==> config.mk <==
export PLATFORM = sky130hd
export DESIGN_NAME = nearest_neighbour_scale_addresser_core
export DESIGN_NICKNAME = d
export VERILOG_FILES = /design/src/nnsa_pkg.sv /design/src/nnsa_ctrl.sv /design/src/nnsa_datapath.sv /design/src/nearest_neighbour_scale_addresser_core.sv
export SDC_FILE = /design/constraint.sdc
export NUM_CORES = 2
export LEC_CHECK = 0
export ABC_AREA = 1
export BUFFER_PORTS_ARGS = -buffer_cell sky130_fd_sc_hd__buf_2
export CAP_MARGIN = 5
export CORE_MARGIN = 4
export CORE_UTILIZATION = 45
export CTS_CLUSTER_DIAMETER = 60
export DETAILED_ROUTE_END_ITERATION = 12
export GPL_TIMING_DRIVEN = 0
export PLACE_DENSITY_LB_ADDON = 0.08
export SYNTH_ARGS = -nofsm -noshare
export SYNTH_HDL_FRONTEND = slang
export SYNTH_HIERARCHICAL = 1
export SYNTH_SLANG_ARGS = --single-unit
==> constraint.sdc <==
create_clock -name clk_i -period 6.55 [get_ports clk_i]
set_input_delay 0.3275 -clock clk_i [delete_from_list [all_inputs] [get_ports clk_i]]
set_output_delay 0.3275 -clock clk_i [all_outputs]
set_load 0.02 [all_outputs]
==> src/nnsa_pkg.sv <==
`timescale 1ns / 1ps
// ----------------------------------------------------------------------------
// nnsa_pkg
// Shared types, widths and helpers of the nearest-neighbour scale addresser.
// ----------------------------------------------------------------------------
package nnsa_pkg;

  localparam int unsigned MaxDim     = 4096;
  localparam int unsigned MaxStride  = 16384;
  localparam int unsigned MaxBytes   = 4;

  localparam int unsigned CoordW     = 12;
  localparam int unsigned DimW       = 13;
  localparam int unsigned BytesW     = 3;
  localparam int unsigned StrideW    = 15;
  localparam int unsigned OffW       = 26;
  localparam int unsigned NumW       = 24;
  localparam int unsigned CfgIdxW    = 3;
  localparam int unsigned CfgDataW   = 15;
  localparam int unsigned DivSteps   = 12;
  localparam int unsigned StepW      = 4;

  typedef enum logic [CfgIdxW-1:0] {
    REG_SRC_WIDTH  = 3'd0,
    REG_SRC_HEIGHT = 3'd1,
    REG_DST_WIDTH  = 3'd2,
    REG_DST_HEIGHT = 3'd3,
    REG_SRC_BYTES  = 3'd4,
    REG_DST_BYTES  = 3'd5,
    REG_SRC_STRIDE = 3'd6,
    REG_DST_STRIDE = 3'd7
  } cfg_reg_e;

  typedef enum logic [2:0] {
    ST_IDLE,
    ST_LOAD_X,
    ST_DIV_X,
    ST_LOAD_Y,
    ST_DIV_Y,
    ST_FINISH
  } state_e;

  typedef struct packed {
    logic latch;
    logic load_x;
    logic load_y;
    logic step;
    logic finish;
  } cmd_t;

  function automatic logic [DimW-1:0] clamp_dim(input logic [DimW-1:0] v);
    logic [DimW-1:0] r;
    r = v;
    if (v == '0) r = DimW'(1);
    else if (v > DimW'(MaxDim)) r = DimW'(MaxDim);
    return r;
  endfunction

  function automatic logic [BytesW-1:0] clamp_bytes(input logic [BytesW-1:0] v);
    logic [BytesW-1:0] r;
    r = v;
    if (v == '0) r = BytesW'(1);
    else if (v > BytesW'(MaxBytes)) r = BytesW'(MaxBytes);
    return r;
  endfunction

  function automatic logic [StrideW-1:0] clamp_stride(input logic [StrideW-1:0] v);
    return (v > StrideW'(MaxStride)) ? StrideW'(MaxStride) : v;
  endfunction

endpackage

==> src/nnsa_ctrl.sv <==
`timescale 1ns / 1ps
// ----------------------------------------------------------------------------
// nnsa_ctrl
// Sequencer: input handshake, divider step count and output valid.
// ----------------------------------------------------------------------------
module nnsa_ctrl (
  input  logic               clk_i,
  input  logic               rst_ni,
  input  logic               in_valid_i,
  output logic               in_stall_o,
  output logic               out_valid_o,
  input  logic               out_stall_i,
  output nnsa_pkg::cmd_t     cmd_o
);

  nnsa_pkg::state_e                 state_q, state_d;
  logic [nnsa_pkg::StepW-1:0]       step_q, step_d;
  logic                             out_valid_q, out_valid_d;
  logic                             last_step;
  logic                             out_busy;

  assign last_step  = (step_q == nnsa_pkg::StepW'(nnsa_pkg::DivSteps - 1));
  assign out_busy   = out_valid_q && out_stall_i;
  assign in_stall_o = (state_q != nnsa_pkg::ST_IDLE);
  assign out_valid_o = out_valid_q;

  always_ff @(posedge clk_i or negedge rst_ni) begin
    if (!rst_ni) begin
      state_q     <= nnsa_pkg::ST_IDLE;
      step_q      <= '0;
      out_valid_q <= 1'b0;
    end else begin
      state_q     <= state_d;
      step_q      <= step_d;
      out_valid_q <= out_valid_d;
    end
  end

  always_comb begin
    state_d     = state_q;
    step_d      = step_q;
    out_valid_d = out_valid_q && out_stall_i;
    cmd_o       = '0;
    unique case (state_q)
      nnsa_pkg::ST_IDLE: begin
        if (in_valid_i) begin
          cmd_o.latch = 1'b1;
          state_d     = nnsa_pkg::ST_LOAD_X;
        end
      end
      nnsa_pkg::ST_LOAD_X: begin
        cmd_o.load_x = 1'b1;
        step_d       = '0;
        state_d      = nnsa_pkg::ST_DIV_X;
      end
      nnsa_pkg::ST_DIV_X: begin
        cmd_o.step = 1'b1;
        step_d     = step_q + 1'b1;
        if (last_step) state_d = nnsa_pkg::ST_LOAD_Y;
      end
      nnsa_pkg::ST_LOAD_Y: begin
        cmd_o.load_y = 1'b1;
        step_d       = '0;
        state_d      = nnsa_pkg::ST_DIV_Y;
      end
      nnsa_pkg::ST_DIV_Y: begin
        cmd_o.step = 1'b1;
        step_d     = step_q + 1'b1;
        if (last_step) state_d = nnsa_pkg::ST_FINISH;
      end
      nnsa_pkg::ST_FINISH: begin
        if (!out_busy) begin
          cmd_o.finish = 1'b1;
          out_valid_d  = 1'b1;
          state_d      = nnsa_pkg::ST_IDLE;
        end
      end
      default: state_d = nnsa_pkg::ST_IDLE;
    endcase
  end

endmodule

==> src/nnsa_datapath.sv <==
`timescale 1ns / 1ps
// ----------------------------------------------------------------------------
// nnsa_datapath
// Configuration registers, raster position, shared divider and offset stage.
// ----------------------------------------------------------------------------
module nnsa_datapath (
  input  logic                             clk_i,
  input  logic                             rst_ni,
  input  logic                             cfg_we_i,
  input  logic [nnsa_pkg::CfgIdxW-1:0]     cfg_index_i,
  input  logic [nnsa_pkg::CfgDataW-1:0]    cfg_data_i,
  input  nnsa_pkg::cmd_t                   cmd_i,
  input  logic                             restart_i,
  output logic [nnsa_pkg::OffW-1:0]        src_offset_o,
  output logic [nnsa_pkg::OffW-1:0]        dst_offset_o,
  output logic                             end_of_line_o,
  output logic                             end_of_frame_o,
  output logic                             format_error_o
);

  localparam int unsigned CW = nnsa_pkg::CoordW;
  localparam int unsigned DW = nnsa_pkg::DimW;
  localparam int unsigned BW = nnsa_pkg::BytesW;
  localparam int unsigned SW = nnsa_pkg::StrideW;
  localparam int unsigned OW = nnsa_pkg::OffW;
  localparam int unsigned NW = nnsa_pkg::NumW;

  logic [DW-1:0] src_w_q, src_h_q, dst_w_q, dst_h_q;
  logic [BW-1:0] src_b_q, dst_b_q;
  logic [SW-1:0] src_s_q, dst_s_q;

  logic [DW-1:0] sw, sh, dw, dh;
  logic [BW-1:0] pb;
  logic [SW-1:0] ss, ds;
  logic          err;

  logic [CW-1:0] cur_col_q, cur_row_q;
  logic [CW-1:0] x_q, y_q;
  logic [CW-1:0] x_d, y_d;

  logic [CW-1:0] rem_q;
  logic [CW-1:0] quo_q;
  logic [CW-1:0] sx_q;
  logic [DW-1:0] divisor_q;

  logic [DW+CW-1:0] prod;
  logic [NW-1:0]    num;
  logic [DW-1:0]    trial;
  logic             ge;
  logic [DW-1:0]    diff;

  logic             eol, eof;
  logic [CW+SW:0]   src_sum, dst_sum;

  logic [OW-1:0]    src_off_q, dst_off_q;
  logic             eol_q, eof_q, err_q;

  assign sw  = nnsa_pkg::clamp_dim(src_w_q);
  assign sh  = nnsa_pkg::clamp_dim(src_h_q);
  assign dw  = nnsa_pkg::clamp_dim(dst_w_q);
  assign dh  = nnsa_pkg::clamp_dim(dst_h_q);
  assign pb  = nnsa_pkg::clamp_bytes(src_b_q);
  assign ss  = nnsa_pkg::clamp_stride(src_s_q);
  assign ds  = nnsa_pkg::clamp_stride(dst_s_q);
  assign err = (src_b_q != dst_b_q);

  always_ff @(posedge clk_i or negedge rst_ni) begin
    if (!rst_ni) begin
      src_w_q <= DW'(1);
      src_h_q <= DW'(1);
      dst_w_q <= DW'(1);
      dst_h_q <= DW'(1);
      src_b_q <= BW'(2);
      dst_b_q <= BW'(2);
      src_s_q <= SW'(2);
      dst_s_q <= SW'(2);
    end else if (cfg_we_i) begin
      unique case (nnsa_pkg::cfg_reg_e'(cfg_index_i))
        nnsa_pkg::REG_SRC_WIDTH:  src_w_q <= cfg_data_i[DW-1:0];
        nnsa_pkg::REG_SRC_HEIGHT: src_h_q <= cfg_data_i[DW-1:0];
        nnsa_pkg::REG_DST_WIDTH:  dst_w_q <= cfg_data_i[DW-1:0];
        nnsa_pkg::REG_DST_HEIGHT: dst_h_q <= cfg_data_i[DW-1:0];
        nnsa_pkg::REG_SRC_BYTES:  src_b_q <= cfg_data_i[BW-1:0];
        nnsa_pkg::REG_DST_BYTES:  dst_b_q <= cfg_data_i[BW-1:0];
        nnsa_pkg::REG_SRC_STRIDE: src_s_q <= cfg_data_i[SW-1:0];
        nnsa_pkg::REG_DST_STRIDE: dst_s_q <= cfg_data_i[SW-1:0];
        default: ;
      endcase
    end
  end

  // pick the pixel for this beat: restart or fold back into the frame
  always_comb begin
    x_d = cur_col_q;
    y_d = cur_row_q;
    if (restart_i) begin
      x_d = '0;
      y_d = '0;
    end else begin
      if ({1'b0, cur_col_q} >= dw) x_d = '0;
      if ({1'b0, cur_row_q} >= dh) y_d = '0;
    end
  end

  // numerator and restoring divider step
  assign prod  = cmd_i.load_y ? (y_q * sh) : (x_q * sw);
  assign num   = prod[NW-1:0];
  assign trial = {rem_q, quo_q[CW-1]};
  assign ge    = (trial >= divisor_q);
  assign diff  = trial - divisor_q;

  always_ff @(posedge clk_i) begin
    if (cmd_i.latch) begin
      x_q <= x_d;
      y_q <= y_d;
    end
    if (cmd_i.load_x || cmd_i.load_y) begin
      rem_q     <= num[NW-1:CW];
      quo_q     <= num[CW-1:0];
      divisor_q <= cmd_i.load_y ? dh : dw;
    end else if (cmd_i.step) begin
      rem_q <= ge ? diff[CW-1:0] : trial[CW-1:0];
      quo_q <= {quo_q[CW-2:0], ge};
    end
    if (cmd_i.load_y) sx_q <= quo_q;
  end

  assign eol     = (({1'b0, x_q} + DW'(1)) == dw);
  assign eof     = eol && (({1'b0, y_q} + DW'(1)) == dh);
  assign src_sum = (CW+SW+1)'(quo_q * ss) + (CW+SW+1)'(sx_q * pb);
  assign dst_sum = (CW+SW+1)'(y_q * ds) + (CW+SW+1)'(x_q * pb);

  always_ff @(posedge clk_i or negedge rst_ni) begin
    if (!rst_ni) begin
      cur_col_q <= '0;
      cur_row_q <= '0;
    end else if (cmd_i.finish) begin
      if (eol) begin
        cur_col_q <= '0;
        cur_row_q <= eof ? '0 : y_q + 1'b1;
      end else begin
        cur_col_q <= x_q + 1'b1;
        cur_row_q <= y_q;
      end
    end
  end

  always_ff @(posedge clk_i) begin
    if (cmd_i.finish) begin
      src_off_q <= err ? '0 : src_sum[OW-1:0];
      dst_off_q <= err ? '0 : dst_sum[OW-1:0];
      eol_q     <= eol;
      eof_q     <= eof;
      err_q     <= err;
    end
  end

  assign src_offset_o   = src_off_q;
  assign dst_offset_o   = dst_off_q;
  assign end_of_line_o  = eol_q;
  assign end_of_frame_o = eof_q;
  assign format_error_o = err_q;

endmodule

==> src/nearest_neighbour_scale_addresser_core.sv <==
`timescale 1ns / 1ps
// ----------------------------------------------------------------------------
// nearest_neighbour_scale_addresser_core
// Walks the destination raster and gives source and destination byte offsets.
// ----------------------------------------------------------------------------
// channel  direction  handshake            payload
// in       sink       in_valid_i/in_stall_o   restart_i
// out      source     out_valid_o/out_stall_i src/dst offsets, eol, eof, error
// cfg      sink       cfg_valid_i/cfg_ready_o cfg_index_i, cfg_data_i
//
// Each beat is taken in idle and runs through the load and finish states and two
// 12-step passes of the shared restoring divider; a new beat is taken only once
// the sequencer is back in idle, and in_stall_o is high until then.
// Reset restores the register defaults and restarts the walk at pixel (0,0).
// A result held by out_stall_i does not block the next input beat; that beat
// waits in the finish cycle until the output register is free.
// ----------------------------------------------------------------------------
module nearest_neighbour_scale_addresser_core (
  input  logic                            clk_i,
  input  logic                            rst_ni,
  input  logic                            in_valid_i,
  output logic                            in_stall_o,
  input  logic                            restart_i,
  output logic                            out_valid_o,
  input  logic                            out_stall_i,
  output logic [nnsa_pkg::OffW-1:0]       src_offset_o,
  output logic [nnsa_pkg::OffW-1:0]       dst_offset_o,
  output logic                            end_of_line_o,
  output logic                            end_of_frame_o,
  output logic                            format_error_o,
  input  logic                            cfg_valid_i,
  output logic                            cfg_ready_o,
  input  logic [nnsa_pkg::CfgIdxW-1:0]    cfg_index_i,
  input  logic [nnsa_pkg::CfgDataW-1:0]   cfg_data_i
);

  nnsa_pkg::cmd_t cmd;

  assign cfg_ready_o = 1'b1;

  nnsa_ctrl u_ctrl (
    .clk_i       (clk_i),
    .rst_ni      (rst_ni),
    .in_valid_i  (in_valid_i),
    .in_stall_o  (in_stall_o),
    .out_valid_o (out_valid_o),
    .out_stall_i (out_stall_i),
    .cmd_o       (cmd)
  );

  nnsa_datapath u_datapath (
    .clk_i          (clk_i),
    .rst_ni         (rst_ni),
    .cfg_we_i       (cfg_valid_i & cfg_ready_o),
    .cfg_index_i    (cfg_index_i),
    .cfg_data_i     (cfg_data_i),
    .cmd_i          (cmd),
    .restart_i      (restart_i),
    .src_offset_o   (src_offset_o),
    .dst_offset_o   (dst_offset_o),
    .end_of_line_o  (end_of_line_o),
    .end_of_frame_o (end_of_frame_o),
    .format_error_o (format_error_o)
  );

endmodule
==> impl_metrics.json <==
{
  "critPathBufInv": 8,
  "arrival_ns": 6.87,
  "clk_pin_slew_ns": 0.06,
  "ios": 82,
  "portBuffers": 80,
  "holdWs_ns": 0.108,
  "hpwl_um": 92400,
  "min_period_ns": 6.54,
  "critPathMaxStageDelay_ns": 0.56,
  "tightest_slew_ns": 1.18,
  "cp-end-kind": "register",
  "ys_seq_elements": 248,
  "cpMaxStageDelayCell": "fa_1",
  "outcome": "finished clean",
  "cts_made_buffers": 37,
  "cp_max_fo": 8,
  "grtUsageTotal": 0.269,
  "grt_use_met1": 0.366,
  "drv_cap": 0,
  "synth-edff-count": 128,
  "ant_nets": 0,
  "die_area_um2": 86200,
  "overflow": 0,
  "fp.dieH_um": 294,
  "hold_violations": 0,
  "globalRouteMet3Util": 0.0454,
  "antenna_found_initial": 2,
  "synth_seq_area_share": 0.187,
  "rsz0062_at_grt": "yes",
  "rows": 104,
  "vias": 30962,
  "max_slew_margin": 0.217,
  "start_util": 0.455,
  "grt_pass1_vias": 31398,
  "synthArstFlopShare": 0.484,
  "area_growth_pct": 15.7,
  "final_util": 0.527,
  "routed_wl_um": 115000,
  "cts_tree": "yes",
  "ys_warn_count": 6,
  "setup_slack_ns": 0.00658,
  "cts-root-buf": "clkbuf_16",
  "met2_usage": 0.441,
  "grt_max_degree": 84,
  "core_area_um2": 80700,
  "path_class": "reg2reg",
  "globalplace.congestion": 0.949,
  "vias_per_cell": 5.16,
  "syn_inst": 4657,
  "grt.busiest_layer": "met2",
  "slew_viol_final": 0,
  "drc_errors": 0,
  "synth.net_count": 5560,
  "finClkSkew_ns": 0.0361,
  "drt-initial-drc-count": 2111,
  "ys_types": 49,
  "grt_pass1_wl_um": 178000,
  "cpLargestDelayFamily": "adder cells",
  "clk_latency_ns": 0.59,
  "wire_per_inst_um": 19.2,
  "yosys_most_used_dff": "edfxtp_1",
  "setup-tns-final_ns": 0,
  "cp_data_required_time_ns": 6.87,
  "nets": 5815,
  "drtPass1Iterations": 5,
  "die_x_um": 294,
  "cts.sinks": 248,
  "fillers": 7977,
  "syn_avg_cell_area_um2": 7.89,
  "critPathLaunchType": "register",
  "clock_path_buffers": 3,
  "hp-class": "in2reg",
  "max_freq_mhz": 153,
  "synth_area_um2": 36700,
  "final_layout_size_suffix_gt1_frac": 0.125,
  "preCtsSetupSlack_ns": -1.05,
  "htree_num_levels": 2,
  "finalSetupViolations": 0,
  "min_period_over_period": 0.999
}
[repair_timing]
action | CTS | global route
pin swaps | 25 | 106
cloned | 1 | 0
hold buffers | 14 | 0
endpoints found under the hold margin | 50 | 0
setup buffers | 29 | 97
resized for setup | 156 | 284
endpoints found under the setup margin | 49 | 44
[cells in the mapped netlist, types with 2 or more instances]
library cell | count | area (um2)
o31ai_1 | 2 | 15.0
nor2_2 | 7 | 43.8
buf_6 | 3 | 33.8
clkbuf_1 | 102 | 383
a211oi_1 | 4 | 30.0
o21bai_1 | 8 | 60.1
o21ai_0 | 229 | 1150
nand2_1 | 1016 | 3810
nand3b_1 | 8 | 60.1
edfxtp_1 | 128 | 3840
nor3_1 | 22 | 110
dfrtp_1 | 112 | 2800
o211ai_1 | 13 | 97.6
a21o_1 | 12 | 90.1
nor4_1 | 11 | 68.8
a31oi_1 | 13 | 81.3
buf_4 | 4 | 30.0
or2_1 | 2 | 12.5
inv_1 | 1100 | 4130
o211a_1 | 2 | 20.0
o21a_1 | 2 | 15.0
xor2_1 | 28 | 245
fa_1 | 545 | 10900
buf_1 | 8 | 30.0
nand2_2 | 11 | 68.8
buf_2 | 9 | 45.0
xnor2_1 | 27 | 236
a21oi_1 | 175 | 876
a21boi_0 | 3 | 22.5
ha_1 | 334 | 4180
nor2_4 | 3 | 33.8
clkinv_1 | 17 | 63.8
nor2_1 | 507 | 1900
nand3_1 | 131 | 656
dfstp_2 | 8 | 210
clkbuf_2 | 2 | 10.0
nand4_1 | 32 | 200
or2_2 | 3 | 18.8
o21ai_2 | 4 | 35.0
[state kept, by name, summed over array words and instances (netlist names), 4 cells and up]
register,flops
u_datapath/dst_offset_o,26
u_datapath/src_offset_o,26
u_datapath/dst_s_q,15
u_datapath/src_s_q,15
u_datapath/divisor_q,13
u_datapath/dst_h_q,13
u_datapath/dst_w_q,13
u_datapath/src_h_q,13
u_datapath/src_w_q,13
u_datapath/cur_col_q,12
u_datapath/cur_row_q,12
u_datapath/quo_q,12
u_datapath/rem_q,12
u_datapath/sx_q,12
u_datapath/x_q,12
u_datapath/y_q,12
u_ctrl/step_q,4
[cells in the final DEF, fill, tap and decap left out, drive strengths merged, types with 13 or more instances in the layout]
master          n
nand4          32
fa            545
a21oi         175
xnor2          27
o211ai         13
o21ai         234
nand2        1027
buf           238
nor2          517
edfxtp        128
nor3           23
xor2           28
clkinv         25
inv          1103
nand3         132
ha            334
dfrtp         112
dlygate4sd3    14
clkbuf        138
a31oi          13
[tightest hold or removal path: cells and delay by family]
family | cells | cell delay [ns]
AND/OR/NAND/NOR | 2 | 0.19
buffers and inverters | 1 | 0.11
[final timing paths]
kind / from / to / slack, ns / cells past startpoint
max in group asynchronous: rst_ni / u_datapath/src_s_q[12]$_DFFE_PN0P_ / 5.52 / 3
min reg2reg: u_datapath/quo_q[9]$_DFFE_PP_ / u_datapath/sx_q[9]$_DFFE_PP_ / 0.46 / 0
max: u_datapath/src_s_q[0]$_DFFE_PN0P_ / u_datapath/src_offset_o[21]$_SDFFCE_PP0P_ / 0.007 / 30
max reg2reg: u_datapath/src_s_q[0]$_DFFE_PN0P_ / u_datapath/src_offset_o[21]$_SDFFCE_PP0P_ / 0.007 / 30
min in group asynchronous: rst_ni / u_datapath/cur_row_q[7]$_DFFE_PN0P_ / 0.21 / 2
min: out_stall_i / u_ctrl/out_valid_o$_DFF_PN0_ / 0.11 / 3
[stage by stage]
| stage | instance area (um2) | cells |
|---|---|---|
| after floorplan | 36700 | 4657 |
| after global placement | 38400 | 5797 |
| after detailed placement | 38600 | 5802 |
| after CTS | 40700 | 5907 |
| after global routing | 42500 | 6003 |
| final | 42500 | 6003 |
[metal layers]
metal | part of all wire | up-vias
met5 | 0 | -
met4 | 0.037 | 0
li1 | - | 14612
met1 | 0.43 | 15269
met3 | 0.068 | 194
met2 | 0.46 | 887
[area by class of cell]
type,instances,area (um2),area share
clock buffers,46,1010,0.0238
diodes,2,5.00,0.000118
repair buffers,225,1790,0.0422
inverters,1118,4270,0.100
flip-flops and latches,248,6860,0.161
multi-input cells,3163,26500,0.624
clock inverters,22,208,0.00489
well taps,1060,1330,0.0312
plain buffers,119,527,0.0124
[logic make-up after synthesis]
group | after synthesis | synth area share
adder cells (fa/ha/maj) | 879 | 0.411
other | 1 | 0.000102
buffers and inverters | 1246 | 0.129
flip-flops | 248 | 0.187
multiplexers | 1 | 0.000307
XOR/XNOR | 56 | 0.0137
AND/OR/NAND/NOR | 1755 | 0.191
AO/OA/AOI/OAI | 471 | 0.0686
Power is left out: the tool's default activity adds up to more than one toggle a clock period on the data nets, which glitch-free logic cannot reach.
